## src/sfcq_pkg.sv

```systemverilog
// Shared types and constants of the sample frame check queue.
package sfcq_pkg;

  // Default sizes of the frame ring.
  localparam int QUEUE_DEPTH_DEF = 8;
  localparam int FRAME_BYTES_DEF = 27;

  // Input operation codes.
  localparam logic [2:0] OP_EDGE = 3'd0;
  localparam logic [2:0] OP_BYTE = 3'd1;
  localparam logic [2:0] OP_POP  = 3'd2;
  localparam logic [2:0] OP_STOP = 3'd3;
  localparam logic [2:0] OP_READ = 3'd4;

  // Result kinds.
  localparam logic [1:0] KIND_BYTE  = 2'd0;
  localparam logic [1:0] KIND_EMPTY = 2'd1;
  localparam logic [1:0] KIND_STAT  = 2'd2;

  // Statistic indexes; the fault flag is not a counter.
  localparam int         CNT_NUM     = 7;
  localparam logic [2:0] CNT_GOOD    = 3'd0;
  localparam logic [2:0] CNT_BAD     = 3'd1;
  localparam logic [2:0] CNT_DROPS   = 3'd2;
  localparam logic [2:0] CNT_PEAK    = 3'd3;
  localparam logic [2:0] CNT_EDGES   = 3'd4;
  localparam logic [2:0] CNT_BUSY    = 3'd5;
  localparam logic [2:0] CNT_DISCARD = 3'd6;
  localparam logic [2:0] STAT_FAULT  = 3'd7;

  // Frame header check and bad streak limit.
  localparam logic [7:0] HDR_MASK  = 8'hF0;
  localparam logic [7:0] HDR_GOOD  = 8'hC0;
  localparam logic [1:0] BAD_LIMIT = 2'd3;

  // Command queue between front and back, and output queue.
  localparam int CMDQ_DEPTH = 2;
  localparam int CMDQ_PTR_W = $clog2(CMDQ_DEPTH);
  localparam int CMDQ_CNT_W = $clog2(CMDQ_DEPTH + 1);
  localparam int OUTQ_DEPTH = 4;
  localparam int OUTQ_PTR_W = $clog2(OUTQ_DEPTH);
  localparam int OUTQ_CNT_W = $clog2(OUTQ_DEPTH + 1);

  typedef enum logic [2:0] {
    CMD_EDGE,
    CMD_BYTE,
    CMD_POP,
    CMD_STOP,
    CMD_READ
  } cmd_op_t;

  typedef struct packed {
    cmd_op_t     op;
    logic [7:0]  data_byte;
    logic [63:0] time_stamp;
    logic [2:0]  stat_index;
  } cmd_t;

  typedef struct packed {
    logic [1:0]  kind;
    logic [7:0]  frame_byte;
    logic [31:0] frame_sequence;
    logic [63:0] frame_time;
    logic        last_of_run;
    logic [31:0] stat_value;
    logic        fault_latched;
  } result_t;

endpackage

```

## src/sfcq_front.sv

```systemverilog
// Front end: input handshake, enable register, op decoding and the command queue.
module sfcq_front (
  input  logic              clk,
  input  logic              rst,
  input  logic              cfg_we,
  input  logic              cfg_wdata,
  input  logic              in_valid,
  output logic              in_stall,
  input  logic [2:0]        op,
  input  logic [7:0]        data_byte,
  input  logic [63:0]       time_stamp,
  input  logic [2:0]        stat_index,
  output logic              cmd_valid,
  output sfcq_pkg::cmd_t    cmd,
  input  logic              cmd_take
);
  import sfcq_pkg::*;

  logic                  capture_enable;
  cmd_t                  cmdq [CMDQ_DEPTH];
  logic [CMDQ_PTR_W-1:0] wr_ptr;
  logic [CMDQ_PTR_W-1:0] rd_ptr;
  logic [CMDQ_CNT_W-1:0] count;
  logic                  accept;
  logic                  keep;
  logic                  push;
  cmd_t                  decoded;

  assign in_stall  = (count == CMDQ_CNT_W'(CMDQ_DEPTH));
  assign accept    = in_valid && !in_stall;
  assign cmd_valid = (count != '0);
  assign cmd       = cmdq[rd_ptr];

  // Ready edges are dropped here while capture is disabled; unused codes never
  // reach the back end.
  always_comb begin
    decoded.data_byte  = data_byte;
    decoded.time_stamp = time_stamp;
    decoded.stat_index = stat_index;
    decoded.op         = CMD_EDGE;
    keep               = 1'b1;
    unique case (op)
      OP_EDGE: begin
        decoded.op = CMD_EDGE;
        keep       = capture_enable;
      end
      OP_BYTE: decoded.op = CMD_BYTE;
      OP_POP:  decoded.op = CMD_POP;
      OP_STOP: decoded.op = CMD_STOP;
      OP_READ: decoded.op = CMD_READ;
      default: keep = 1'b0;
    endcase
  end

  assign push = accept && keep;

  always_ff @(posedge clk) begin
    if (rst) begin
      capture_enable <= 1'b0;
    end else if (cfg_we) begin
      capture_enable <= cfg_wdata;
    end
  end

  always_ff @(posedge clk) begin
    if (rst) begin
      wr_ptr <= '0;
      rd_ptr <= '0;
      count  <= '0;
    end else begin
      if (push) begin
        wr_ptr <= wr_ptr + 1'b1;
      end
      if (cmd_take) begin
        rd_ptr <= rd_ptr + 1'b1;
      end
      priority if (push && !cmd_take) begin
        count <= count + 1'b1;
      end else if (cmd_take && !push) begin
        count <= count - 1'b1;
      end
    end
  end

  always_ff @(posedge clk) begin
    if (push) begin
      cmdq[wr_ptr] <= decoded;
    end
  end

endmodule

```

## src/sfcq_back.sv

```systemverilog
// Back end: capture, frame checks, frame ring memory, statistics and pop reads.
module sfcq_back #(
  parameter int QUEUE_DEPTH = sfcq_pkg::QUEUE_DEPTH_DEF,
  parameter int FRAME_BYTES = sfcq_pkg::FRAME_BYTES_DEF
) (
  input  logic                            clk,
  input  logic                            rst,
  input  logic                            cmd_valid,
  input  sfcq_pkg::cmd_t                  cmd,
  output logic                            cmd_take,
  input  logic [sfcq_pkg::OUTQ_CNT_W-1:0] out_level,
  output logic                            res_push,
  output sfcq_pkg::result_t               res
);
  import sfcq_pkg::*;

  // One spare slot means the slot being filled never holds a stored frame, so
  // bytes go straight into the ring while they arrive.
  localparam int SLOTS  = QUEUE_DEPTH + 1;
  localparam int SLOT_W = $clog2(SLOTS);
  localparam int FILL_W = $clog2(QUEUE_DEPTH + 1);
  localparam int TOTAL  = SLOTS * FRAME_BYTES;
  localparam int AW     = $clog2(TOTAL);
  localparam int IDX_W  = $clog2(FRAME_BYTES + 1);

  typedef enum logic [1:0] {
    ST_RUN = 2'b01,
    ST_POP = 2'b10
  } state_t;

  typedef struct packed {
    logic [31:0] seq;
    logic [63:0] stamp;
  } meta_t;

  state_t            state;
  logic [7:0]        ring_mem [TOTAL];
  meta_t             meta_mem [SLOTS];
  logic [7:0]        mem_q;
  meta_t             meta_q;
  logic [31:0]       counters [CNT_NUM];
  logic [FILL_W-1:0] fill;
  logic [SLOT_W-1:0] wr_slot;
  logic [SLOT_W-1:0] rd_slot;
  logic [AW-1:0]     wr_base;
  logic [AW-1:0]     rd_base;
  logic [AW-1:0]     pop_addr;
  logic [IDX_W-1:0]  pop_cnt;
  logic              cap_open;
  logic              cap_tainted;
  logic [IDX_W-1:0]  cap_idx;
  logic [31:0]       cap_seq;
  logic [63:0]       cap_time;
  logic              first_good;
  logic [1:0]        bad_run;
  logic              fault;

  logic              s1_valid;
  logic [1:0]        s1_kind;
  logic [31:0]       s1_seq;
  logic [63:0]       s1_time;
  logic              s1_last;
  logic [31:0]       s1_stat;
  logic              s1_fault;

  logic [OUTQ_CNT_W:0] room_used;
  logic              credit;
  logic              issue_pop;
  logic              byte_hdr_good;
  logic              frame_good;
  logic              last_byte;
  logic              ring_full;
  logic [1:0]        run_inc;
  logic              ring_we;
  logic              meta_we;
  logic [AW-1:0]     ring_waddr;
  logic [SLOT_W-1:0] wr_slot_next;
  logic [SLOT_W-1:0] rd_slot_next;
  logic [AW-1:0]     wr_base_next;
  logic [AW-1:0]     rd_base_next;
  logic              pop_last;
  logic [31:0]       stat_sel;

  // A command or a pop read is issued only when its result is sure of a place
  // in the output queue.
  assign room_used = {1'b0, out_level} + {{OUTQ_CNT_W{1'b0}}, s1_valid};
  assign credit    = room_used < (OUTQ_CNT_W + 1)'(OUTQ_DEPTH);
  assign cmd_take  = (state == ST_RUN) && cmd_valid && credit;
  assign issue_pop = (state == ST_POP) && credit;

  assign byte_hdr_good = (cmd.data_byte & HDR_MASK) == HDR_GOOD;
  assign frame_good    = (cap_idx == '0) ? byte_hdr_good : first_good;
  assign last_byte     = (cap_idx == IDX_W'(FRAME_BYTES - 1));
  assign ring_full     = (fill == FILL_W'(QUEUE_DEPTH));
  assign run_inc       = (bad_run < BAD_LIMIT) ? bad_run + 2'd1 : bad_run;
  assign ring_we       = cmd_take && (cmd.op == CMD_BYTE) && cap_open;
  assign meta_we       = ring_we && last_byte && !cap_tainted && frame_good && !ring_full;
  assign ring_waddr    = wr_base + AW'(cap_idx);
  assign pop_last      = (pop_cnt == IDX_W'(FRAME_BYTES - 1));

  assign wr_slot_next = (wr_slot == SLOT_W'(SLOTS - 1)) ? '0 : wr_slot + 1'b1;
  assign rd_slot_next = (rd_slot == SLOT_W'(SLOTS - 1)) ? '0 : rd_slot + 1'b1;
  assign wr_base_next = (wr_base == AW'(TOTAL - FRAME_BYTES)) ? '0
                                                              : wr_base + AW'(FRAME_BYTES);
  assign rd_base_next = (rd_base == AW'(TOTAL - FRAME_BYTES)) ? '0
                                                              : rd_base + AW'(FRAME_BYTES);

  assign stat_sel = (cmd.stat_index == STAT_FAULT) ? {31'd0, fault}
                                                   : counters[cmd.stat_index];

  always_ff @(posedge clk) begin
    if (ring_we) begin
      ring_mem[ring_waddr] <= cmd.data_byte;
    end
    mem_q <= ring_mem[pop_addr];
  end

  always_ff @(posedge clk) begin
    if (meta_we) begin
      meta_mem[wr_slot] <= '{seq: cap_seq, stamp: cap_time};
    end
    meta_q <= meta_mem[rd_slot];
  end

  always_ff @(posedge clk) begin
    if (rst) begin
      state       <= ST_RUN;
      s1_valid    <= 1'b0;
      fill        <= '0;
      wr_slot     <= '0;
      rd_slot     <= '0;
      wr_base     <= '0;
      rd_base     <= '0;
      cap_open    <= 1'b0;
      cap_tainted <= 1'b0;
      cap_idx     <= '0;
      bad_run     <= '0;
      fault       <= 1'b0;
      for (int i = 0; i < CNT_NUM; i++) begin
        counters[i] <= '0;
      end
    end else begin
      s1_valid <= 1'b0;
      unique case (state)
        ST_RUN: begin
          if (cmd_take) begin
            unique case (cmd.op)
              CMD_EDGE: begin
                counters[CNT_EDGES] <= counters[CNT_EDGES] + 32'd1;
                if (!fault) begin
                  if (cap_open) begin
                    counters[CNT_BUSY] <= counters[CNT_BUSY] + 32'd1;
                    cap_tainted        <= 1'b1;
                  end else begin
                    cap_open    <= 1'b1;
                    cap_tainted <= 1'b0;
                    cap_idx     <= '0;
                    cap_time    <= cmd.time_stamp;
                    cap_seq     <= counters[CNT_EDGES] + 32'd1;
                  end
                end
              end
              CMD_BYTE: begin
                if (cap_open) begin
                  if (cap_idx == '0) begin
                    first_good <= byte_hdr_good;
                  end
                  if (last_byte) begin
                    cap_open    <= 1'b0;
                    cap_tainted <= 1'b0;
                    cap_idx     <= '0;
                    if (!cap_tainted) begin
                      if (frame_good) begin
                        bad_run            <= '0;
                        counters[CNT_GOOD] <= counters[CNT_GOOD] + 32'd1;
                        if (ring_full) begin
                          counters[CNT_DROPS] <= counters[CNT_DROPS] + 32'd1;
                        end else begin
                          fill    <= fill + 1'b1;
                          wr_slot <= wr_slot_next;
                          wr_base <= wr_base_next;
                          if (32'(fill) + 32'd1 > counters[CNT_PEAK]) begin
                            counters[CNT_PEAK] <= 32'(fill) + 32'd1;
                          end
                        end
                      end else begin
                        counters[CNT_BAD] <= counters[CNT_BAD] + 32'd1;
                        bad_run           <= run_inc;
                        if (run_inc == BAD_LIMIT) begin
                          fault <= 1'b1;
                        end
                      end
                    end
                  end else begin
                    cap_idx <= cap_idx + 1'b1;
                  end
                end
              end
              CMD_POP: begin
                if (fill == '0) begin
                  s1_valid <= 1'b1;
                  s1_kind  <= KIND_EMPTY;
                  s1_seq   <= '0;
                  s1_time  <= '0;
                  s1_last  <= 1'b1;
                  s1_stat  <= '0;
                  s1_fault <= fault;
                end else begin
                  state    <= ST_POP;
                  pop_addr <= rd_base;
                  pop_cnt  <= '0;
                end
              end
              CMD_STOP: begin
                counters[CNT_DISCARD] <= counters[CNT_DISCARD] + 32'(fill)
                                         + 32'(cap_open);
                fill        <= '0;
                wr_slot     <= '0;
                rd_slot     <= '0;
                wr_base     <= '0;
                rd_base     <= '0;
                cap_open    <= 1'b0;
                cap_tainted <= 1'b0;
                cap_idx     <= '0;
                fault       <= 1'b0;
                bad_run     <= '0;
              end
              CMD_READ: begin
                s1_valid <= 1'b1;
                s1_kind  <= KIND_STAT;
                s1_seq   <= '0;
                s1_time  <= '0;
                s1_last  <= 1'b1;
                s1_stat  <= stat_sel;
                s1_fault <= fault;
              end
              default: begin
              end
            endcase
          end
        end
        ST_POP: begin
          if (issue_pop) begin
            s1_valid <= 1'b1;
            s1_kind  <= KIND_BYTE;
            s1_seq   <= meta_q.seq;
            s1_time  <= meta_q.stamp;
            s1_last  <= pop_last;
            s1_stat  <= '0;
            s1_fault <= fault;
            pop_addr <= pop_addr + 1'b1;
            pop_cnt  <= pop_cnt + 1'b1;
            if (pop_last) begin
              state   <= ST_RUN;
              rd_slot <= rd_slot_next;
              rd_base <= rd_base_next;
              fill    <= fill - 1'b1;
            end
          end
        end
        default: state <= ST_RUN;
      endcase
    end
  end

  // The frame byte comes from the registered read of the ring memory, in step with the other fields of its result.
  assign res_push           = s1_valid;
  assign res.kind           = s1_kind;
  assign res.frame_byte     = (s1_kind == KIND_BYTE) ? mem_q : 8'd0;
  assign res.frame_sequence = s1_seq;
  assign res.frame_time     = s1_time;
  assign res.last_of_run    = s1_last;
  assign res.stat_value     = s1_stat;
  assign res.fault_latched  = s1_fault;

endmodule

```

## src/sfcq_out.sv

```systemverilog
// Output queue that holds result words until the receiver takes them.
module sfcq_out (
  input  logic                            clk,
  input  logic                            rst,
  input  logic                            res_push,
  input  sfcq_pkg::result_t               res,
  output logic [sfcq_pkg::OUTQ_CNT_W-1:0] level,
  output logic                            out_valid,
  input  logic                            out_stall,
  output sfcq_pkg::result_t               out_word
);
  import sfcq_pkg::*;

  result_t               outq [OUTQ_DEPTH];
  logic [OUTQ_PTR_W-1:0] wr_ptr;
  logic [OUTQ_PTR_W-1:0] rd_ptr;
  logic [OUTQ_CNT_W-1:0] count;
  logic                  take;

  assign level     = count;
  assign out_valid = (count != '0);
  assign out_word  = outq[rd_ptr];
  assign take      = out_valid && !out_stall;

  always_ff @(posedge clk) begin
    if (rst) begin
      wr_ptr <= '0;
      rd_ptr <= '0;
      count  <= '0;
    end else begin
      if (res_push) begin
        wr_ptr <= wr_ptr + 1'b1;
      end
      if (take) begin
        rd_ptr <= rd_ptr + 1'b1;
      end
      priority if (res_push && !take) begin
        count <= count + 1'b1;
      end else if (take && !res_push) begin
        count <= count - 1'b1;
      end
    end
  end

  always_ff @(posedge clk) begin
    if (res_push) begin
      outq[wr_ptr] <= res;
    end
  end

endmodule

```

## src/sample_frame_check_queue.sv

```systemverilog
// Top level of the sample frame check queue.
//
//   channel  direction  handshake            payload
//   in       input      in_valid / in_stall    op, data_byte, time_stamp, stat_index
//   out      output     out_valid / out_stall  kind, frame_byte, frame_sequence,
//                                              frame_time, last_of_run, stat_value,
//                                              fault_latched
//   cfg      input      cfg_we               cfg_wdata (capture_enable)
//
// Every kept word (not an edge while capture is disabled, nor an unused code) goes into a
// two-entry command queue; the back end executes one command per cycle while the output
// queue has room, and a pop of a stored frame holds it while it reads the frame out, one
// byte a cycle as output room allows, through the ring memory's read port. The first result
// of a word passes the command queue, the back end's result register and the output queue
// before it is offered. Reset is synchronous and needs no clearing pass. A stalled output
// fills the four-word output queue, then holds the back end, then stalls the input.
module sample_frame_check_queue #(
  parameter int QUEUE_DEPTH = sfcq_pkg::QUEUE_DEPTH_DEF,
  parameter int FRAME_BYTES = sfcq_pkg::FRAME_BYTES_DEF
) (
  input  logic        clk,
  input  logic        rst,
  input  logic        cfg_we,
  input  logic        cfg_wdata,
  input  logic        in_valid,
  output logic        in_stall,
  input  logic [2:0]  op,
  input  logic [7:0]  data_byte,
  input  logic [63:0] time_stamp,
  input  logic [2:0]  stat_index,
  output logic        out_valid,
  input  logic        out_stall,
  output logic [1:0]  kind,
  output logic [7:0]  frame_byte,
  output logic [31:0] frame_sequence,
  output logic [63:0] frame_time,
  output logic        last_of_run,
  output logic [31:0] stat_value,
  output logic        fault_latched
);
  import sfcq_pkg::*;

  logic                  cmd_valid;
  cmd_t                  cmd;
  logic                  cmd_take;
  logic                  res_push;
  result_t               res;
  logic [OUTQ_CNT_W-1:0] out_level;
  result_t               out_word;

  sfcq_front u_front (
    .clk        (clk),
    .rst        (rst),
    .cfg_we     (cfg_we),
    .cfg_wdata  (cfg_wdata),
    .in_valid   (in_valid),
    .in_stall   (in_stall),
    .op         (op),
    .data_byte  (data_byte),
    .time_stamp (time_stamp),
    .stat_index (stat_index),
    .cmd_valid  (cmd_valid),
    .cmd        (cmd),
    .cmd_take   (cmd_take)
  );

  sfcq_back #(
    .QUEUE_DEPTH (QUEUE_DEPTH),
    .FRAME_BYTES (FRAME_BYTES)
  ) u_back (
    .clk       (clk),
    .rst       (rst),
    .cmd_valid (cmd_valid),
    .cmd       (cmd),
    .cmd_take  (cmd_take),
    .out_level (out_level),
    .res_push  (res_push),
    .res       (res)
  );

  sfcq_out u_out (
    .clk       (clk),
    .rst       (rst),
    .res_push  (res_push),
    .res       (res),
    .level     (out_level),
    .out_valid (out_valid),
    .out_stall (out_stall),
    .out_word  (out_word)
  );

  assign kind           = out_word.kind;
  assign frame_byte     = out_word.frame_byte;
  assign frame_sequence = out_word.frame_sequence;
  assign frame_time     = out_word.frame_time;
  assign last_of_run    = out_word.last_of_run;
  assign stat_value     = out_word.stat_value;
  assign fault_latched  = out_word.fault_latched;

endmodule

```

## config.mk

```make
export PLATFORM = sky130hd
export DESIGN_NAME = sample_frame_check_queue
export DESIGN_NICKNAME = d
export VERILOG_FILES = /design/src/sfcq_pkg.sv /design/src/sfcq_front.sv /design/src/sfcq_back.sv /design/src/sfcq_out.sv /design/src/sample_frame_check_queue.sv
export SDC_FILE = /design/constraint.sdc
export NUM_CORES = 2
export LEC_CHECK = 0
export BUFFER_PORTS_ARGS = -buffer_cell sky130_fd_sc_hd__buf_2
export CORE_MARGIN = 3
export CORE_UTILIZATION = 45
export DETAILED_ROUTE_END_ITERATION = 10
export GPL_TIMING_DRIVEN = 0
export REMOVE_ABC_BUFFERS = 1
export SLEW_MARGIN = 0
export SYNTH_ARGS = -nofsm -noshare
export SYNTH_HDL_FRONTEND = slang
export SYNTH_SLANG_ARGS = --single-unit
```

## constraint.sdc

```tcl
create_clock -name clk -period 16.4 [get_ports clk]
set_input_delay 3.28 -clock clk [delete_from_list [all_inputs] [get_ports clk]]
set_output_delay 3.28 -clock clk [all_outputs]
set_load 0.02 [all_outputs]
```

==> metrics.csv <==
metric;value;unit
synth.most_common_cell;edfxtp_1;
hold_viol_final;0;
worst_pin_slew;1.48;ns
cts.sinks;4123;
seq_power_share;0.477;
tritoncts;yes;
grt_usage;0.216;
clk-insertion-delay-late;0.97;ns
rsz0062_at_grt;no;
max_freq;150;MHz
fin_skew;0.0874;ns
ys.flop_type;edfxtp_1;
drc;0;
htreeDepth;5;
initial_utilization;0.454;
min_path_type;flip-flop to flip-flop;
p_sw_frac;0.257;
startpoint_type;flip-flop;
die_w;601;µm
peakVddDrop;0.132;mV
wl;394000;µm
clk_pin_slew;0.06;ns
finalCritPeriodShare;0.406;
synth_commonest_cells;edfxtp_1, mux4_2, nor2_1, nand2_1, mux2i_1;
antenna_found_initial;31;
yosys.area.top_type;edfxtp_1;
p_int;19.3;mW
synth_cells;8257;
maxSlewViolCount;0;
synth_top_cell_area_share;0.747;
io_buffers;225;
drt-initial-drc-count;7986;
finalCriticalPeriod;6.67;ns
postSynthAreaPerCell;19.3;µm²
mappedNetlistArea;159000;µm²
synth_cell_types;86;
ys_seq_area_frac;0.767;
die_area;361000;µm²
end_kind;output pin;
status;finished with violations;
dr.pass1.iters;6;
grt_pass1_wl;575000;µm
cts_buffers;418;
coreArea;351000;µm²
synth_area_leaders;edfxtp_1, mux4_2, mux2i_1, dfxtp_1, nor2_1;
wl_per_cell;28.4;µm
power.clock.fraction;0.366;
combPwrFrac;0.157;
drive_above_1_share;0.228;
nFillCells;27125;
io_pins;226;
violations;max-capacitance violations;
nNetsFinal;8936;
p_total;25.9;mW
setup_ws;9.73;ns
vias;80122;
p_sw;6.66;mW
grt_max_degree;136;
ys_ff_latch;4123;
post_cts_buffers;0;
rows;217;
hpwl;253000;µm
final-setup-viol-count;0;
routed_via_density;5.77;
powerDensity;140;nW/µm²
synth_edf_count;3963;
final_util;0.528;
grt.overflow.total;0;
worstSetupPathType;flip-flop to output pin;
maxCapViolCount;1;
cp.arrival;3.39;ns
finalWeightedCongestion;0.801;
cts_resized;0;
cts_root_buffer;clkbuf_16;
relSlewSlack;0.0131;
path_max_fanout;33;
yosysWarnings;0;
ctsHoldBuffers;0;
cp.required;13.12;ns
ant_nets;0;
hold_slack;0.402;ns
clock_path_buffers;4;
dp_slack;9.73;ns
synthArstFlopShare;0;
power_leakage;58.6;nW
dieHeight;601;µm
area_growth_syn_to_layout;16.3;%
grt_pass1_vias;82205;
[path summary, 6_finish.rpt]
| check | cells after the start | slack, ns | start | endpoint |
|---|---|---|---|---|
| max | 4 | 9.73 | flip-flop | frame_sequence[2] |
| min | 2 | 0.40 | u_back.meta_mem[8][93]$_DFFE_PP_ | u_back.meta_q[93]$_DFF_P_ |
| max reg2reg | 17 | 9.77 | flip-flop | u_back.meta_mem[3][51]$_DFFE_PP_ |
| min reg2reg | 2 | 0.40 | u_back.meta_mem[8][93]$_DFFE_PP_ | u_back.meta_q[93]$_DFF_P_ |
[cell usage in the layout (no fill, tap or decap), types with 24 or more instances in the layout]
cell type,count
clkinv_1,70
clkbuf_1,103
edfxtp_1,3963
mux2i_1,327
buf_2,225
o221ai_1,44
a21oi_1,176
nor3_1,27
a22oi_1,71
nor2_1,581
mux2_2,76
mux4_2,738
buf_16,152
dfxtp_1,153
buf_8,29
clkbuf_8,26
bufinv_16,42
xor2_1,121
o21ai_0,210
nand2_1,368
or3_1,38
and2_1,120
ha_1,41
nor2b_1,48
xnor2_1,74
a311oi_1,34
clkinv_2,82
o22ai_1,27
a211oi_1,39
buf_12,57
a221oi_1,33
inv_1,63
and3_1,24
nand4_1,48
clkbuf_16,424
buf_4,76
nand3_1,101
[area by class of cell]
| type | instances | area [µm²] | share of cell area |
|---|---|---|---|
| antenna | 11 | 27.5 | 0.000149 |
| clock buffer | 553 | 11400 | 0.0613 |
| clock inverter | 227 | 2380 | 0.0128 |
| inverter | 66 | 250 | 0.00135 |
| multi-input combinational | 3636 | 35400 | 0.191 |
| sequential | 4123 | 122000 | 0.660 |
| tap | 4708 | 5890 | 0.0318 |
| timing repair buffer | 561 | 7700 | 0.0416 |
[critical path: stages, from the launching register on]
cell and delay [ns]:
dfxtp_4 0.75, buf_16 0.30, buf_16 0.30, mux4_2 0.69, buf_2 0.21
[per-layer routing]
layer  vias to the layer above  part of all wire  GRT usage  wire length, µm
li1                      34326                 -          -                -
met1                     42339              0.40      0.289           159000
met2                      2797              0.50      0.359           197000
met3                       650             0.069     0.0407            27200
met4                        10             0.029     0.0649            11600
met5                         -           0.00017          0               68
[flip-flops by register name, indices dropped and copies added, names as in the netlist, 5 cells and up, named ones only]
name	count
u_back.ring_mem	1944
u_back.meta_mem	864
u_back.cap_idx	5
u_back.counters	197
u_back.pop_cnt	5
u_back.pop_addr	8
u_back.meta_q	96
u_front.cmdq	156
u_back.s1_stat	32
u_back.cap_time	64
u_out.outq	560
u_back.s1_time	64
u_back.mem_q	8
u_back.s1_seq	32
u_back.cap_seq	32
u_back.rd_base	8
u_back.wr_base	8
[stage by stage]
| step | TNS, ns | cells | instance area (µm²) |
|---|---|---|---|
| 2_1_floorplan | -70.06 | 7825 | 157000 |
| 3_3_place_gp | - | 12758 | 164000 |
| 3_5_place_dp | 0 | 13094 | 172000 |
| 4_1_cts | 0 | 13874 | 185000 |
| 5_1_grt | 0 | 13876 | 185000 |
| 6_report | 0 | 13885 | 185000 |
[power groups by stage]
stage	combinational [mW]	clock, mW	sequential, mW
final	4.07	9.50	12.4
after detailed placement	4.11	0	12.6
after global routing	4.30	10.1	12.4
after global placement	4.47	0	13.3
after floorplan	2.74	0	12.9
after CTS	4.13	9.67	12.4
[kinds of logic after synthesis]
family / share of synthesized area
buffers and inverters: 0.0135
flip-flops: 0.767
AO/OA/AOI/OAI: 0.0297
XOR/XNOR: 0.0110
multiplexers: 0.131
adder cells (fa/ha/maj): 0.00380
AND/OR/NAND/NOR: 0.0436
Note: power is estimated with default switching activity, not from simulation.
